==> src/rtl/sacsr_ram.sv <==
// ----------------------------------------------------------------------------
// sacsr_ram
// simple dual port memory, one write and one registered read per cycle
// ----------------------------------------------------------------------------
module sacsr_ram #(
    parameter int W = 8,
    parameter int D = 256
) (
    input  logic                 i_clk,
    input  logic                 i_we,
    input  logic [$clog2(D)-1:0] i_waddr,
    input  logic [W-1:0]         i_wdata,
    input  logic [$clog2(D)-1:0] i_raddr,
    output logic [W-1:0]         o_rdata
);

    logic [W-1:0] mem [D];
    logic [W-1:0] r_rdata;

    always_ff @(posedge i_clk) begin
        if (i_we) begin
            mem[i_waddr] <= i_wdata;
        end
        r_rdata <= mem[i_raddr];
    end

    assign o_rdata = r_rdata;

endmodule

==> config.mk <==
export PLATFORM = sky130hd
export DESIGN_NAME = sacsr_ram
export DESIGN_NICKNAME = d
export VERILOG_FILES = /design/src/rtl/sacsr_ram.sv
export SDC_FILE = /design/constraint.sdc
export NUM_CORES = 2
export LEC_CHECK = 0
export ABC_AREA = 0
export BUFFER_PORTS_ARGS = -buffer_cell sky130_fd_sc_hd__buf_2
export CORE_UTILIZATION = 26
export DETAILED_ROUTE_END_ITERATION = 6
export GPL_ROUTABILITY_DRIVEN = 0
export SLEW_MARGIN = 20
export SYNTH_ARGS = -nofsm -noshare
export SYNTH_HDL_FRONTEND = slang
export SYNTH_SLANG_ARGS = --single-unit
==> constraint.sdc <==
create_clock -name i_clk -period 2.5 [get_ports i_clk]
set_input_delay 0.25 -clock i_clk [delete_from_list [all_inputs] [get_ports i_clk]]
set_output_delay 0.25 -clock i_clk [all_outputs]
set_load 0.02 [all_outputs]
# Word level (Yosys, flattened, before mapping)

Memories as Yosys holds them, arrays and structs flattened. A register that Yosys moved wholly into a read port is not among the register bits.
Cells that the tools add are included.

Mux-type cells: 2

Operators by type and width:

| operator         | count |
|---|---|
| 2-to-1 mux 1 bit | 2 |

Bits in registers: 0
Input bits: 26
Memories kept: 1
Bits in writable memories: 2048

Memory list:

| name | depth | width | rd ports | clocked after memory_dff | wr ports | RTL line | RTL |
|---|---|---|---|---|---|---|---|
| mem  | 256   | 8     | 1        | 1                        | 1        | 17       | `logic [W-1:0] mem [D];` |

# Depth between registers and ports, before layout

Depth after elaboration: 2
Depth in mapped cells: 11
Mapped depth without buffers: 6

# Worst setup path before layout

OpenSTA, ideal clock, no wires.

Path kind: input to register
Start: input i_raddr[0]
End: register r_rdata[2], in the netlist o_rdata[2], read port of mem
Path slack: 0.312 ns
Stages: 9
Data arrival time: 2.057 ns
Data required time: 2.369 ns
Path buffers: 4
Cells stage by stage: buf_6 > buf_12 > buf_8 > buf_2 > mux4_2 > a22oi_1 > a21oi_1 > nor4_1 > nor4_2

RTL lines:

| element         | RTL line | RTL |
|---|---|---|
| start, declared | 13       | `input logic [$clog2(D)-1:0] i_raddr,` |
| end, declared   | 18       | `logic [W-1:0] r_rdata;` |

==> flow_summary.yaml <==
worst_setup_path:
  cp_num_cells: 7
  reg2reg_depth: 7
  r2r-end: "o_rdata[4]"
  r2r-start: "mem[135][4]"
  critPathLaunchType: "flop"
  worstSetupPathType: "flop to flop"
  slowest_stage: "mux4_2"
  path_max_fanout: 1
  rrSetupSlack_ps: -10
  crit_required_ps: 3200
  end_kind: "flop"
  path_cells: "mux4_2 > mux4_2 > nor2_1 > a2111oi_1 > buf_4 > nor3_1 > nor4_1"
  critPathArrivalTime_ps: 3210
  crit_start: "mem[135][4]"
  endpoint: "o_rdata[4]"
  cpMostUsedCell: "mux4_2"
  cpPeakStageDelay_ps: 520
  critPathBufInv: 1
  critPathTopFamily: "multiplexers"
finish:
  fin_area_um2: 96900
  layout-drive-gt1-share: 0.328
  final_net_count: 4494
  syn_to_final_growth_pct: 21.7
  fin_cells: 8725
floorplan:
  coreArea_um2: 304000
  row_count: 202
  die_x_um: 555
  initial_core_util: 0.262
  die_height_um: 555
  die_area_um2: 308000
  ios: 34
timing:
  relSlewSlack: 0.405
  worst_slack_ps: -14.4
  fin_crit_ps: 2510
  max_freq_ghz: 0.398
  setup_viol: 1
  tightest_slew_ps: 886
  period_share: 1.01
  rsz0062_at_grt: "false"
  finClkSkew_ps: 67.0
  slew_violations: 0
  hold_viol: 0
  setup_tns_ps: -14.4
drt:
  dr_total_vias: 40900
  vias_per_cell: 4.69
  routed_wl_mm: 208
  first_iter_violations: 4612
  drt_first_pass_iters: 5
  postRouteAntennaNets: 0
  wl_per_cell_um: 23.8
  drcViolationCount: 0
pwr:
  powerDensity_nw_per_um2: 756
  power.static_leakage_nw: 30.7
  vdd_ir_drop_max_mv: 0.767
  total_power_mw: 73.2
logic_synthesis:
  yosysUniqueCellTypes: 55
  avgSynthCellArea_um2: 21.3
  ys_ff_latch: 2056
  yosys-top-cells-count: "edfxtp_1, mux4_2, nor2_1"
  syn-num-nets: 3759
  netlist_area_um2: 79600
  yosys.area.top_type_share: 0.773
  synthTopCellsByArea: "edfxtp_1, mux4_2, mux2i_1, nor2_1, a22oi_1"
  syn_inst: 3733
  synth_area_leader_cell: "edfxtp_1"
  ys_warn_count: 0
  synth_flop_cell: "edfxtp_1"
  seq_area_frac_synth: 0.775
  synth.most_common_cell: "edfxtp_1"
  synth_edf_count: 2048
  async_flop_share: 0
placement:
  placedCellCount: 8334
  placed_area_um2: 89900
  portBuffers: 33
  dpl.hpwl_mm: 137
clocking:
  cts.path.max_buffers: 3
  cts_setup_buffers: 0
  clk_latency_ps: 860
  path_clk_slew_ps: 60
  clock-sinks: 2056
  clk_root_buffer_cell: "clkbuf_16"
  cts_tree: "yes"
  htree_levels: 4
  cts_buffers: 203
grt:
  antenna_found_initial: 18
  grt_max_degree: 99
  gr-total-overflow: 0
  grt_pass1_vias: 41500
  grt_pass1_wl_mm: 300
  track_usage: 0.133
status:
  violations: "negative setup slack"
  status: "finished, violations left"
worst_hold_path:
  worstHoldPathCells: 1
  hold_class: "input port to flop"
flow_run:
  drv_cap: 0
## layout by cell type, fill, tap and decap left out, drive strengths merged, types with 2 or more instances in the layout
cell,Yosys,final
diode,0,6
edfxtp,2048,2048
nor2,282,282
buf,122,753
o21ai,12,12
a22oi,133,133
o22ai,28,28
nand3,34,34
a31oi,2,2
mux4,456,456
a221oi,14,14
nand3b,2,2
a21oi,96,96
o22a,5,5
o221ai,47,47
o32ai,5,5
nor3,22,22
and2,6,6
nor4,27,27
clkinv,1,82
nor2b,31,31
dlygate4sd3,0,9
a211oi,16,16
mux2i,134,134
dfxtp,8,8
nand4,10,10
bufinv,0,25
a2111oi,5,5
inv,1,6
nand2b,8,8
a22o,8,8
or2,4,4
a311oi,2,2
clkinvlp,0,4
and3b,2,2
nand2,33,33
o211ai,10,10
clkbuf,111,262
## power breakdown
part	switching, mW	total [mW]	internal (mW)
registers	0.0421	38.0	38.0
logic	2.46	4.10	1.64
clock network	13.2	31.1	17.9
total	15.7	73.2	57.5
## per-layer routing
| metal | vias to the layer above | track usage | part of all wire |
|---|---|---|---|
| met5 | - | 0 | 0.00020 |
| met1 | 21900 | 0.179 | 0.42 |
| li1 | 17200 | - | - |
| met2 | 1601 | 0.219 | 0.49 |
| met3 | 280 | 0.0234 | 0.069 |
| met4 | 6 | 0.0380 | 0.025 |
## cell type report
| class | count | area, µm² |
|---|---|---|
| timing repair buffer | 763 | 6710 |
| multi-input combinational | 1442 | 16500 |
| clock buffer | 261 | 5390 |
| fill | 28800 | 207000 |
| tap | 4080 | 5100 |
| sequential | 2056 | 61700 |
| inverter | 2 | 7.51 |
| clock inverter | 115 | 1450 |
| antenna | 6 | 15.0 |
## state kept, by name, summed over array words and instances (netlist names)
signal / cells
mem: 2048
o_rdata: 8
## what timing repair did
| action | in CTS | in global routing |
|---|---|---|
| endpoints found under the setup margin | 5 | 3 |
| hold buffers | 9 | 0 |
| resized for setup | 7 | 3 |
| hold endpoints to repair | 378 | 0 |
## how the worst min path moves through the flow
stage	from	end	slack, ps
detailed placement	i_wdata[1]	mem[30][1]	690
floorplan	i_wdata[0]	mem[0][0]	350
global placement	i_wdata[1]	mem[30][1]	680
global route	i_wdata[6]	mem[222][6]	70
finish	i_wdata[6]	mem[222][6]	50
CTS	i_waddr[6]	mem[214][6]	50
## logic make-up (layout without fill, tap and decap cells)
| group | count (synthesis) | in the layout | share of synthesized area |
|---|---|---|---|
| buffers and inverters | 235 | 1141 | 0.0183 |
| muxes | 591 | 591 | 0.146 |
| and+or+nand+nor | 466 | 466 | 0.0263 |
| DFF | 2056 | 2056 | 0.775 |
| other | 0 | 6 | 0 |
| AOI/OAI and AO/OA | 385 | 385 | 0.0342 |
## stage by stage
| step | utilization | setup slack [ps] | hold slack [ps] |
|---|---|---|---|
| floorplan | - | 312 | 349 |
| global placement | 0.296 | -906 | 677 |
| detailed placement | 0.296 | -905 | 692 |
| CTS | 0.319 | 37.0 | 48.4 |
| global route | 0.319 | 18.6 | 67.0 |
| finish | 0.319 | -14.4 | 49.3 |
## worst register-to-register path: stages, from the launching register on
cell and delay [ps]:
edfxtp_1 370, mux4_2 490, mux4_2 520, nor2_1 140
a2111oi_1 80, buf_4 170, nor3_1 450, nor4_1 140
No activity file was read; power rests on OpenSTA's default activity.
